### src/rtl/wsfe_pkg.sv
// ----------------------------------------------------------------------------
// wsfe_pkg - shared types and helpers for the WebSocket frame encoder
// Item layouts, queued job descriptor, opcode table and length helpers.
// ----------------------------------------------------------------------------
`timescale 1ns / 1ps
`default_nettype none

package wsfe_pkg;

  // Width of the internal message and frame length counters (16..64)
  localparam int LEN_BITS = 32;

  // Job queue geometry (depth is a power of two)
  localparam int Q_DEPTH = 2;
  localparam int Q_AW    = $clog2(Q_DEPTH);
  localparam int Q_CNT_W = $clog2(Q_DEPTH + 1);

  // Byte position counter inside one job (up to 14 header bytes plus payload)
  localparam int POS_W = 4;

  // Configuration register indexes
  localparam int CFG_W = 32;
  localparam logic [0:0] CFG_MASK_ENABLE   = 1'b0;
  localparam logic [0:0] CFG_MAX_FRAME_LEN = 1'b1;
  localparam logic [31:0] MAX_FRAME_RESET  = 32'd256;

  // Input item operations
  localparam logic OP_START   = 1'b0;
  localparam logic OP_PAYLOAD = 1'b1;

  // Message types
  localparam logic [1:0] TYPE_BINARY = 2'd0;
  localparam logic [1:0] TYPE_CLOSE  = 2'd1;
  localparam logic [1:0] TYPE_PING   = 2'd2;
  localparam logic [1:0] TYPE_PONG   = 2'd3;

  // Frame opcodes
  localparam logic [3:0] OPC_CONT   = 4'h0;
  localparam logic [3:0] OPC_BINARY = 4'h2;
  localparam logic [3:0] OPC_CLOSE  = 4'h8;
  localparam logic [3:0] OPC_PING   = 4'h9;
  localparam logic [3:0] OPC_PONG   = 4'hA;

  // Length field codes
  localparam logic [6:0]  LEN7_MAX   = 7'd125;
  localparam logic [6:0]  LEN16_CODE = 7'd126;
  localparam logic [6:0]  LEN64_CODE = 7'd127;
  localparam logic [16:0] LEN16_MAX  = 17'h0FFFF;

  // Extended length byte counts
  localparam logic [POS_W-1:0] EXT_NONE = 4'd0;
  localparam logic [POS_W-1:0] EXT_16   = 4'd2;
  localparam logic [POS_W-1:0] EXT_64   = 4'd8;
  localparam logic [POS_W-1:0] KEY_LEN  = 4'd4;

  typedef logic [LEN_BITS-1:0] len_t;

  typedef struct packed {
    logic        op;
    logic [1:0]  frame_type;
    logic [31:0] msg_len;
    logic [7:0]  payload_byte;
    logic [31:0] mask_key;
  } in_item_t;

  typedef struct packed {
    logic [7:0] out_byte;
    logic       is_header;
    logic       frame_end;
    logic       message_end;
    logic       last_of_run;
  } out_item_t;

  // One queued unit of work: an optional header and an optional payload byte
  typedef struct packed {
    logic        hdr;
    logic        pay;
    logic        fin;
    logic [3:0]  opc;
    len_t        len;
    logic [31:0] key;
    logic [7:0]  data;
    logic        fe;
    logic        me;
  } job_t;

  function automatic logic [3:0] opcode_of(input logic [1:0] ftype);
    logic [3:0] opc;
    case (ftype)
      TYPE_BINARY: opc = OPC_BINARY;
      TYPE_CLOSE:  opc = OPC_CLOSE;
      TYPE_PING:   opc = OPC_PING;
      TYPE_PONG:   opc = OPC_PONG;
      default:     opc = OPC_BINARY;
    endcase
    return opc;
  endfunction

  // Clamp a 32-bit length to the counter width
  function automatic len_t sat_len(input logic [31:0] v);
    logic [63:0] w;
    w = 64'(v);
    if ((w >> LEN_BITS) != 64'd0) return '1;
    return LEN_BITS'(w);
  endfunction

  // Key byte 0 is the most significant byte
  function automatic logic [7:0] key_byte(input logic [31:0] key, input logic [1:0] idx);
    logic [7:0] b;
    case (idx)
      2'd0:    b = key[31:24];
      2'd1:    b = key[23:16];
      2'd2:    b = key[15:8];
      2'd3:    b = key[7:0];
      default: b = key[31:24];
    endcase
    return b;
  endfunction

endpackage

`default_nettype wire

### src/rtl/wsfe_front.sv
// ----------------------------------------------------------------------------
// wsfe_front - message tracker and item classifier
// Accepts input items and tracks message and frame counters; payload items
// of an open message and starts of empty messages become sequencer jobs.
// ----------------------------------------------------------------------------
`timescale 1ns / 1ps
`default_nettype none

module wsfe_front import wsfe_pkg::*; (
  input  wire logic        clk,
  input  wire logic        rst,
  input  wire logic        msg_valid,
  output logic             msg_stall,
  input  wire in_item_t    msg_item,
  input  wire logic        mask_enable,
  input  wire logic [31:0] max_frame_len,
  input  wire logic        q_full,
  output logic             q_push,
  output job_t             q_job
);

  logic        active;
  logic [1:0]  msg_type;
  len_t        msg_remaining;
  len_t        frame_remaining;
  logic        first_frame;
  logic [31:0] frame_key;
  logic [1:0]  key_index;

  logic        accept;
  len_t        start_len;
  len_t        limit;
  len_t        flen;
  logic        new_frame;
  logic [31:0] key_eff;
  logic [1:0]  ki_eff;
  len_t        frem_eff;
  logic [7:0]  data_eff;

  assign msg_stall = q_full;
  assign accept    = msg_valid && !msg_stall;
  assign start_len = sat_len(msg_item.msg_len);

  // Size the frame that starts with this payload item
  always_comb begin
    if (msg_type == TYPE_BINARY) begin
      limit = sat_len(max_frame_len);
      if (limit == '0) begin
        limit = LEN_BITS'(1);
      end
    end else begin
      limit = msg_remaining;
    end
    flen      = (msg_remaining < limit) ? msg_remaining : limit;
    new_frame = (frame_remaining == '0);
    key_eff   = new_frame ? msg_item.mask_key : frame_key;
    ki_eff    = new_frame ? 2'd0 : key_index;
    frem_eff  = new_frame ? flen : frame_remaining;
    data_eff  = msg_item.payload_byte ^ (mask_enable ? key_byte(key_eff, ki_eff) : 8'h00);
  end

  // Build the job for the queue
  always_comb begin
    q_push = 1'b0;
    q_job  = '0;
    if (msg_item.op == OP_START) begin
      q_push    = accept && (start_len == '0);
      q_job.hdr = 1'b1;
      q_job.pay = 1'b0;
      q_job.fin = 1'b1;
      q_job.opc = opcode_of(msg_item.frame_type);
      q_job.len = '0;
      q_job.key = msg_item.mask_key;
      q_job.fe  = 1'b1;
      q_job.me  = 1'b1;
    end else begin
      q_push     = accept && active;
      q_job.hdr  = new_frame;
      q_job.pay  = 1'b1;
      q_job.fin  = (flen == msg_remaining);
      q_job.opc  = first_frame ? opcode_of(msg_type) : OPC_CONT;
      q_job.len  = flen;
      q_job.key  = key_eff;
      q_job.data = data_eff;
      q_job.fe   = (frem_eff == LEN_BITS'(1));
      q_job.me   = (msg_remaining == LEN_BITS'(1));
    end
  end

  // Advance message state
  always_ff @(posedge clk) begin
    if (rst) begin
      active          <= 1'b0;
      msg_type        <= TYPE_BINARY;
      msg_remaining   <= '0;
      frame_remaining <= '0;
      first_frame     <= 1'b1;
      frame_key       <= '0;
      key_index       <= 2'd0;
    end else if (accept) begin
      if (msg_item.op == OP_START) begin
        active          <= (start_len != '0);
        msg_type        <= msg_item.frame_type;
        msg_remaining   <= start_len;
        frame_remaining <= '0;
        first_frame     <= 1'b1;
        key_index       <= 2'd0;
        if (start_len == '0) begin
          frame_key <= msg_item.mask_key;
        end
      end else if (active) begin
        frame_key <= key_eff;
        key_index <= ki_eff + 2'd1;
        if (msg_remaining == LEN_BITS'(1)) begin
          active          <= 1'b0;
          first_frame     <= 1'b1;
          frame_remaining <= '0;
          msg_remaining   <= '0;
        end else begin
          first_frame     <= 1'b0;
          frame_remaining <= frem_eff - LEN_BITS'(1);
          msg_remaining   <= msg_remaining - LEN_BITS'(1);
        end
      end
    end
  end

endmodule

`default_nettype wire

### src/rtl/wsfe_queue.sv
// ----------------------------------------------------------------------------
// wsfe_queue - small job queue between classifier and sequencer
// Register-based FIFO; push and pop may happen in the same cycle.
// ----------------------------------------------------------------------------
`timescale 1ns / 1ps
`default_nettype none

module wsfe_queue import wsfe_pkg::*; (
  input  wire logic clk,
  input  wire logic rst,
  input  wire logic push,
  input  wire job_t push_job,
  output logic      full,
  input  wire logic pop,
  output logic      head_valid,
  output job_t      head_job
);

  job_t               entries [Q_DEPTH];
  logic [Q_AW-1:0]    wr_ptr;
  logic [Q_AW-1:0]    rd_ptr;
  logic [Q_CNT_W-1:0] count;
  logic               do_push;
  logic               do_pop;

  assign full       = (count == Q_CNT_W'(Q_DEPTH));
  assign head_valid = (count != '0);
  assign head_job   = entries[rd_ptr];
  assign do_push    = push && !full;
  assign do_pop     = pop && head_valid;

  // Store pushed jobs
  always_ff @(posedge clk) begin
    if (do_push) begin
      entries[wr_ptr] <= push_job;
    end
  end

  // Track pointers and fill level
  always_ff @(posedge clk) begin
    if (rst) begin
      wr_ptr <= '0;
      rd_ptr <= '0;
      count  <= '0;
    end else begin
      if (do_push) begin
        wr_ptr <= wr_ptr + Q_AW'(1);
      end
      if (do_pop) begin
        rd_ptr <= rd_ptr + Q_AW'(1);
      end
      if (do_push && !do_pop) begin
        count <= count + Q_CNT_W'(1);
      end else if (do_pop && !do_push) begin
        count <= count - Q_CNT_W'(1);
      end
    end
  end

endmodule

`default_nettype wire

### src/rtl/wsfe_back.sv
// ----------------------------------------------------------------------------
// wsfe_back - byte sequencer
// Walks the job at the queue head, one byte per cycle when not stalled:
// header bytes, then the payload byte, into a registered output stage.
// ----------------------------------------------------------------------------
`timescale 1ns / 1ps
`default_nettype none

module wsfe_back import wsfe_pkg::*; (
  input  wire logic clk,
  input  wire logic rst,
  input  wire logic mask_enable,
  input  wire logic head_valid,
  input  wire job_t head_job,
  output logic      pop,
  output logic      byte_valid,
  input  wire logic byte_stall,
  output out_item_t byte_item
);

  logic [POS_W-1:0] pos;

  logic             advance;
  logic [POS_W-1:0] ext_cnt;
  logic [POS_W-1:0] hdr_cnt;
  logic [POS_W-1:0] last_pos;
  logic             is_last;
  logic [6:0]       len_code;
  logic [63:0]      len64;
  logic [POS_W-1:0] ext_off;
  logic [POS_W-1:0] key_off;
  logic [2:0]       len_sel;
  logic [7:0]       byte_next;
  out_item_t        item_next;

  // Header layout of the current job
  always_comb begin
    len64 = 64'(head_job.len);
    if (head_job.len <= LEN_BITS'(LEN7_MAX)) begin
      ext_cnt  = EXT_NONE;
      len_code = head_job.len[6:0];
    end else if (head_job.len <= LEN_BITS'(LEN16_MAX)) begin
      ext_cnt  = EXT_16;
      len_code = LEN16_CODE;
    end else begin
      ext_cnt  = EXT_64;
      len_code = LEN64_CODE;
    end
    hdr_cnt  = head_job.hdr ? (POS_W'(2) + ext_cnt + (mask_enable ? KEY_LEN : '0)) : '0;
    last_pos = hdr_cnt + POS_W'(head_job.pay) - POS_W'(1);
    is_last  = (pos == last_pos);
    advance  = head_valid && (!byte_valid || !byte_stall);
    pop      = advance && is_last;
  end

  // Pick the byte at the current position
  always_comb begin
    ext_off = pos - POS_W'(2);
    key_off = ext_off - ext_cnt;
    len_sel = (ext_cnt == EXT_64) ? ext_off[2:0] : (ext_off[2:0] + 3'd6);
    if (pos >= hdr_cnt) begin
      byte_next = head_job.data;
    end else if (pos == POS_W'(0)) begin
      byte_next = {head_job.fin, 3'b000, head_job.opc};
    end else if (pos == POS_W'(1)) begin
      byte_next = {mask_enable, len_code};
    end else if (ext_off < ext_cnt) begin
      byte_next = len64[(3'd7 - len_sel) * 8 +: 8];
    end else begin
      byte_next = key_byte(head_job.key, key_off[1:0]);
    end
    item_next.out_byte    = byte_next;
    item_next.is_header   = (pos < hdr_cnt);
    item_next.frame_end   = is_last && head_job.fe;
    item_next.message_end = is_last && head_job.me;
    item_next.last_of_run = is_last;
  end

  // Step through the job
  always_ff @(posedge clk) begin
    if (rst) begin
      pos <= '0;
    end else if (advance) begin
      pos <= is_last ? '0 : (pos + POS_W'(1));
    end
  end

  // Hold the output item until taken
  always_ff @(posedge clk) begin
    if (rst) begin
      byte_valid <= 1'b0;
    end else if (advance) begin
      byte_valid <= 1'b1;
    end else if (!byte_stall) begin
      byte_valid <= 1'b0;
    end
  end

  always_ff @(posedge clk) begin
    if (advance) begin
      byte_item <= item_next;
    end
  end

endmodule

`default_nettype wire

### src/rtl/websocket_frame_encoder_core.sv
// ----------------------------------------------------------------------------
// websocket_frame_encoder_core - WebSocket frame encoder, sending side
// Frames messages into header and (optionally masked) payload bytes.
// ----------------------------------------------------------------------------
// Usage:
//   Input channel msg_*: a start item (op 0) gives frame type and message
//   length; payload items (op 1) then carry one byte each. mask_key is taken
//   from the item on which a frame begins.
//   Output channel byte_*: one encoded byte per item, with header, frame end,
//   message end and end-of-run marks.
//   cfg_we/cfg_index/cfg_data write mask_enable (0) and max_frame_len (1)
//   while the block is idle.
// Timing:
//   The first byte caused by an item passes through the job queue and the
//   registered output stage before it is offered. The output stage sends
//   one byte per cycle unless the receiver stalls; a payload item inside a
//   frame yields one byte, one that opens a frame 2 to 14 header bytes and
//   its payload byte. A two-entry job queue lets the input run ahead.
// Reset clears the queue, the output stage and the message state, and loads
// mask_enable 0 and max_frame_len 256. When the receiver stalls, the output
// item holds, the queue fills and then msg_stall rises.
// ----------------------------------------------------------------------------
`timescale 1ns / 1ps
`default_nettype none

module websocket_frame_encoder_core import wsfe_pkg::*; (
  input  wire logic             clk,
  input  wire logic             rst,
  input  wire logic             msg_valid,
  output logic                  msg_stall,
  input  wire in_item_t         msg_item,
  output logic                  byte_valid,
  input  wire logic             byte_stall,
  output out_item_t             byte_item,
  input  wire logic             cfg_we,
  input  wire logic [0:0]       cfg_index,
  input  wire logic [CFG_W-1:0] cfg_data
);

  logic        mask_enable;
  logic [31:0] max_frame_len;

  logic        q_full;
  logic        q_push;
  job_t        q_job;
  logic        q_pop;
  logic        head_valid;
  job_t        head_job;

  // Write configuration registers
  always_ff @(posedge clk) begin
    if (rst) begin
      mask_enable   <= 1'b0;
      max_frame_len <= MAX_FRAME_RESET;
    end else if (cfg_we) begin
      case (cfg_index)
        CFG_MASK_ENABLE:   mask_enable   <= cfg_data[0];
        CFG_MAX_FRAME_LEN: max_frame_len <= cfg_data[31:0];
        default: ;
      endcase
    end
  end

  wsfe_front u_front (
    .clk           (clk),
    .rst           (rst),
    .msg_valid     (msg_valid),
    .msg_stall     (msg_stall),
    .msg_item      (msg_item),
    .mask_enable   (mask_enable),
    .max_frame_len (max_frame_len),
    .q_full        (q_full),
    .q_push        (q_push),
    .q_job         (q_job)
  );

  wsfe_queue u_queue (
    .clk        (clk),
    .rst        (rst),
    .push       (q_push),
    .push_job   (q_job),
    .full       (q_full),
    .pop        (q_pop),
    .head_valid (head_valid),
    .head_job   (head_job)
  );

  wsfe_back u_back (
    .clk         (clk),
    .rst         (rst),
    .mask_enable (mask_enable),
    .head_valid  (head_valid),
    .head_job    (head_job),
    .pop         (q_pop),
    .byte_valid  (byte_valid),
    .byte_stall  (byte_stall),
    .byte_item   (byte_item)
  );

endmodule

`default_nettype wire

### config.mk
export PLATFORM = sky130hd
export DESIGN_NAME = websocket_frame_encoder_core
export DESIGN_NICKNAME = d
export VERILOG_FILES = /design/src/rtl/wsfe_pkg.sv /design/src/rtl/wsfe_front.sv /design/src/rtl/wsfe_queue.sv /design/src/rtl/wsfe_back.sv /design/src/rtl/websocket_frame_encoder_core.sv
export SDC_FILE = /design/constraint.sdc
export NUM_CORES = 1
export LEC_CHECK = 0
export BUFFER_PORTS_ARGS = -buffer_cell sky130_fd_sc_hd__buf_2
export CAP_MARGIN = 10
export CORE_UTILIZATION = 45
export CTS_BUF_LIST = sky130_fd_sc_hd__clkbuf_8
export CTS_CLUSTER_DIAMETER = 50
export CTS_CLUSTER_SIZE = 16
export DETAILED_ROUTE_END_ITERATION = 16
export SLEW_MARGIN = 20
export SYNTH_ARGS = -nofsm -noshare
export SYNTH_HDL_FRONTEND = slang
export SYNTH_SLANG_ARGS = --single-unit
### constraint.sdc
create_clock -name clk -period 6.4 [get_ports clk]
set_clock_uncertainty 0.05 [all_clocks]
set_input_delay 0.96 -clock clk [delete_from_list [all_inputs] [get_ports clk]]
set_output_delay 0.96 -clock clk [all_outputs]
set_load 0.02 [all_outputs]
==> impl_metrics.ini, run 1 <==
[floorplanning]
die_h_um = 204.5
row_count = 73
io_pins = 127
coreArea_mm2 = 0.04010
initial_core_util = 0.4600
die-area_mm2 = 0.04180
die_width_um = 204.5

[timing]
final.period_utilization = 0.9189
rsz0062_at_grt = false
final_hold_viol_count = 0
worst_pin_slew_ns = 1.070
drv_slew = 0
hold_slack_ns = 0.4244
fin_setup_tns_ns = 0
maxSlewHeadroom = 0.2862
period_minus_slack_ns = 5.881
fin_ws_ns = 0.5188
fmax_mhz = 170.0
setup_violations = 0

[critical_path]
worstPathRequired_ns = 6.87
startpoint_type = flop
setup.worst_path.end_class = flop
worstPathArrival_ns = 6.36
path_max_fanout = 19
crit_type = reg -> reg

[clock_network]
path_clk_slew_ns = 0.09
ctsResizeCount = 0
cts-root-buf = clkbuf_8
clk_latency_ns = 0.64
cts_tree = built
clkSinkCount = 317
cts_buffer_depth = 3
cts_buffers = 40
post-cts-setup-buffers = 0
cts_hold_buf = 0
cts.htree.levels = 2

[power_and_ir_drop]
p_leak_nw = 7.613
ir_worst_vdd_v = 0.0002698
p_per_area_mw_per_mm2 = 341.9
finalPower_mw = 7.058

[grt]
grt_pass1_wl_um = 97070
grt_overflow = 0
grt_pass1_vias = 15690
antenna_found_initial = 1
grt_use_total = 0.3076
grt_max_degree = 84

[route]
drtAntennaViolNets = 0
drc = 0
num_vias = 16231
avgViaCountPerCell = 6.313
routed_wl_um = 63920
wl_per_cell_um = 24.86
drtIter0Drc = 1507
dr.pass1.iters = 5

[synthesis]
yosys_warnings = 0
synth_seq_cells = 317
synth-async-reset-ratio = 0
synth_top_flop_cell = edfxtp_1
synthCells = 1919
avgSynthCellArea_um2 = 9.612
synth_top_area_cell = edfxtp_1
synth-edff-count = 172
synth_nets = 2087
synth.distinct_cells = 98
synth_area_mm2 = 0.01845
synth_top_cells_by_area = edfxtp_1, dfxtp_1, mux2i_1
synth_top_area_share = 0.2800
seq_area_frac_synth = 0.4374

[layout]
drive_gt1_frac = 0.1858
final_net_count = 2183
syn2layout_area_growth_pct = 11.91
fin_util = 0.5148
register_area_mm2 = 0.008071
layout_commonest_cell = nand2_1
multi_input_area_mm2 = 0.009669
num-fill-cells = 3698
final_cell_mix = nand2_1, nor2_1, edfxtp_1

[job]
drv_cap = 0

[placement]
port_buffers = 126
dp_slack_ns = 0.7702
dp_hpwl_um = 46200
gp_congestion = 0.9721

[min_path]
hold_path_class = reg -> reg

[status]
status = finished clean
-- critical path, cell delays in order (launching register included) --
cell,delay [ns]
dfxtp_1,0.34
inv_1,0.08
ha_2,0.47
clkinv_1,0.12
buf_4,0.23
a21boi_0,0.61
ha_1,0.37
nand4_1,0.17
nor2_1,0.08
a21oi_1,0.25
nand2_1,0.15
o21ai_0,0.51
mux2_2,0.42
a21oi_1,0.20
ha_1,0.33
o31ai_1,0.13
nor4b_2,0.28
buf_4,0.24
nor4b_1,0.37
xnor2_1,0.12
a22o_1,0.20
-- through the flow --
step | instance area (µm²) | cells
after detailed placement | 19730 | 2498
after global placement | 19730 | 2498
after global routing | 20640 | 2570
final | 20640 | 2571
after floorplan | 18450 | 1919
after CTS | 20630 | 2570
-- worst paths after layout --
check	startpoint	end	slack, ns	depth (start not counted)
worst max-delay path	u_front.msg_type[1]	u_front.frame_remaining[26]	0.52	20
worst min-delay path	u_back.byte_valid	u_back.byte_valid	0.42	2
worst max register to register	u_front.msg_type[1]	u_front.frame_remaining[26]	0.52	20
worst min register to register	u_back.byte_valid	u_back.byte_valid	0.42	2
-- layout make-up --
type,count,area share
Sequential cell,317,0.3910
Timing Repair Buffer,190,0.05455
Antenna cell,1,0.0001212
Inverter,58,0.01055
Clock inverter,29,0.01485
Clock buffer,43,0.02867
Tap cell,525,0.03182
Multi-Input combinational cell,1408,0.4684
-- per-layer routing --
| metal | GRT usage | part of all wire |
|---|---|---|
| met5 | 0 | 0 |
| met4 | 0.1365 | 0.044 |
| met3 | 0.05564 | 0.071 |
| met2 | 0.5073 | 0.48 |
| met1 | 0.3924 | 0.41 |
-- sequential cells by signal, summed over array words and instances, names as in the netlist, 2 cells and up, named ones only --
signal	flops
max_frame_len	32
u_queue.entries	160
u_front.msg_type	2
u_front.frame_key	32
u_front.key_index	2
u_queue.count	2
u_front.frame_remaining	32
u_back.pos	4
u_back.byte_item	12
u_front.msg_remaining	32
-- power breakdown --
| part | switching [mW] | total [mW] | internal [mW] | leakage [nW] |
|---|---|---|---|---|
| sequential | 0.101 | 2.43 | 2.33 | 2.77 |
| combinational | 1.93 | 2.97 | 1.04 | 4.39 |
| clock | 0.904 | 1.67 | 0.761 | 0.456 |
-- synthesized netlist by cell type, types with 8 or more instances --
cell / number
o221ai_1: 11
and2_1: 16
xor2_1: 27
clkbuf_1: 99
a22o_1: 8
a22oi_1: 26
o22ai_1: 12
xnor2_1: 18
mux4_2: 22
o211ai_1: 21
o21ai_0: 79
o211a_1: 10
o311ai_0: 8
nor3_1: 34
dfxtp_1: 145
nand2_1: 214
ha_1: 55
a21oi_1: 119
inv_1: 55
and3_1: 14
nor4_1: 49
buf_2: 9
mux2i_1: 82
nor2b_1: 19
a211oi_1: 31
a31oi_1: 23
edfxtp_1: 172
nand4_1: 35
buf_1: 24
nand3_1: 34
mux2_2: 49
a221oi_1: 34
a21boi_0: 18
nor2_1: 185
nand2b_1: 8
o2bb2ai_1: 8
-- cell families after synthesis --
group                      synth area share
and+or+nand+nor                      0.1755
AOI/OAI and AO/OA                    0.1848
DFF                                  0.4374
buffers and inverters               0.04111
muxes                                0.1013
adders and majority gates           0.03731
xor gates and xnor gates            0.02266
Power figures use the tool's default switching activity.
==> run 2, diff against run 1 <==
- REMOVE_ABC_BUFFERS: default -> 1
==> run 2 against run 1 <==
Compared with the run above: clock power is essentially flat; critical path depth decreased by 1; design area down 0.38%; non-clock buffer count down 9; setup slack improved by 0.033 ns; first-iteration DRC count up 3.5%; global-route usage down 1.4 points; total power shrank 0.73%; die area stayed put; count of clock-buffer cells in the layout down 2; sequential share of layout area rose by 0.14 points; wire length is 4.8% lower.
==> impl_metrics.ini, run 2 (synthesis gave the netlist of run 1 again) <==
[status]
status = finished clean

[placement]
port_buffers = 126
dp_hpwl_um = 44900
gp_congestion = 0.9772
post_dp_cell_area_mm2 = 0.01966

[route]
drtAntennaViolNets = 0
wl_per_cell_um = 23.77
drc = 0
num_vias = 15985
dr.pass1.iters = 6
routed_wl_um = 60860
drtIter0Drc = 1559
avgViaCountPerCell = 6.244

[grt]
grt_pass1_wl_um = 92990
antenna_found_initial = 1
grt_pass1_vias = 15100
grt_overflow = 0
grt_use_total = 0.2936
grt_max_degree = 83

[clock_network]
clkSinkCount = 317
ctsResizeCount = 0
path_clk_slew_ns = 0.09
cts_buffers = 40
cts_buffer_depth = 3
cts_tree = built
cts.htree.levels = 2
post-cts-setup-buffers = 0
clk_latency_ns = 0.64
cts-root-buf = clkbuf_8
cts_hold_buf = 0

[power_and_ir_drop]
finalPower_mw = 7.007
ir_worst_vdd_v = 0.0003330
p_leak_nw = 7.576
p_per_area_mw_per_mm2 = 340.7

[floorplanning]
row_count = 73
coreArea_mm2 = 0.04010
die-area_mm2 = 0.04180
io_pins = 127
die_h_um = 204.5
initial_core_util = 0.4600
die_width_um = 204.5

[critical_path]
startpoint_type = flop
crit_type = reg -> reg
worstPathRequired_ns = 6.86
r2r-start = u_front.msg_type[0]
critical-path-max-stage-delay_ns = 0.51
crit_chain = inv_1 -> ha_2 -> buf_4 -> mux2i_1 -> ha_1 -> a2111oi_4 -> o21ai_2 -> o2111ai_2 -> a41oi_1 -> o21ai_0 -> mux2_2 -> a21oi_1 -> ha_1 -> o31ai_1 -> nor4b_2 -> buf_4 -> nor4b_1 -> xnor2_1 -> a22o_1
setup.worst_path.end_class = flop
startpoint = u_front.msg_type[0]
cp_slowest_cell = mux2i_1
crit_end = u_front.frame_remaining[26]
worstPathArrival_ns = 6.31
r2r_slack_ns = 0.55
path_max_fanout = 44
r2r_end = u_front.frame_remaining[26]
reg2reg_depth = 19

[layout]
diodes = 0
final_net_count = 2174
top_register = u_queue.entries
stdcell_area_mm2 = 0.02056
final_cell_mix = nand2_1, nor2_1, edfxtp_1
layout_commonest_cell = nand2_1
syn2layout_area_growth_pct = 11.48
largest_reg_flops = 160
drive_gt1_frac = 0.1808

[timing]
final.period_utilization = 0.9138
hold_slack_ns = 0.4319
fmax_mhz = 171.0
maxSlewHeadroom = 0.2786
drv_slew = 0
final_hold_viol_count = 0
worst_pin_slew_ns = 1.081
setup_violations = 0
rsz0062_at_grt = false
period_minus_slack_ns = 5.848

[min_path]
hold_path_class = reg -> reg

[job]
drv_cap = 0
==> run 2: critical path: cells and delay by family, from the launching register on <==
kind            cells  cell delay (ns)
simple gates        2             0.59
xor+xnor            1             0.10
fa+ha+maj           3             0.89
buf+inv             3             0.79
flops               1             0.31
compound gates      8             2.04
mux                 2             0.93
==> run 2: power breakdown <==
part / total, mW / internal (mW) / switching, mW
clock: 1.68 / 0.786 / 0.896
sequential: 2.43 / 2.33 / 0.106
combinational: 2.89 / 1.02 / 1.87
total: 7.01 / 4.14 / 2.87
==> run 2: layer usage <==
metal,vias to the layer above,track usage,wire [µm]
li1,7439,-,-
met1,7772,0.4271,27910
met2,651,0.4423,26970
met3,121,0.03986,3821
met4,2,0.1085,2151
met5,-,0,11
==> run 2: worst min-delay path by stage <==
| stage | cells past startpoint | endpoint | slack (ns) | from |
|---|---|---|---|---|
| 3_5_place_dp | 2 | flop | 0.42 | u_queue.rd_ptr |
| 4_1_cts | 2 | flop | 0.43 | u_queue.rd_ptr |
| 3_3_place_gp | 2 | flop | 0.40 | u_queue.rd_ptr |
| 2_1_floorplan | 2 | u_front.frame_remaining[20] | 0.39 | u_front.frame_remaining[20] |
| 6_report | 2 | flop | 0.43 | u_queue.rd_ptr |
| 5_1_grt | 2 | flop | 0.46 | u_queue.rd_ptr |
==> run 2: layout make-up <==
| class | count | area (µm²) |
|---|---|---|
| clock buffer | 41 | 564.3 |
| clock inverter | 30 | 336.6 |
| fill | 3700 | 19530 |
| inverter | 58 | 217.7 |
| multi-input combinational | 1408 | 9661 |
| sequential | 317 | 8069 |
| tap | 525 | 656.9 |
| timing repair buffer | 181 | 1059 |
==> run 2: stage by stage <==
stage                     TNS, ns  utilization  setup WS (ns)  cells
final                           0       0.5128         0.5518   2560
after global routing            0       0.5128        0.01126   2560
after CTS                       0       0.5128         0.6182   2560
after detailed placement        0       0.4904         0.6456   2489
after global placement          0       0.4904         0.8341   2489
after floorplan           -187.57            -         -2.208   1783
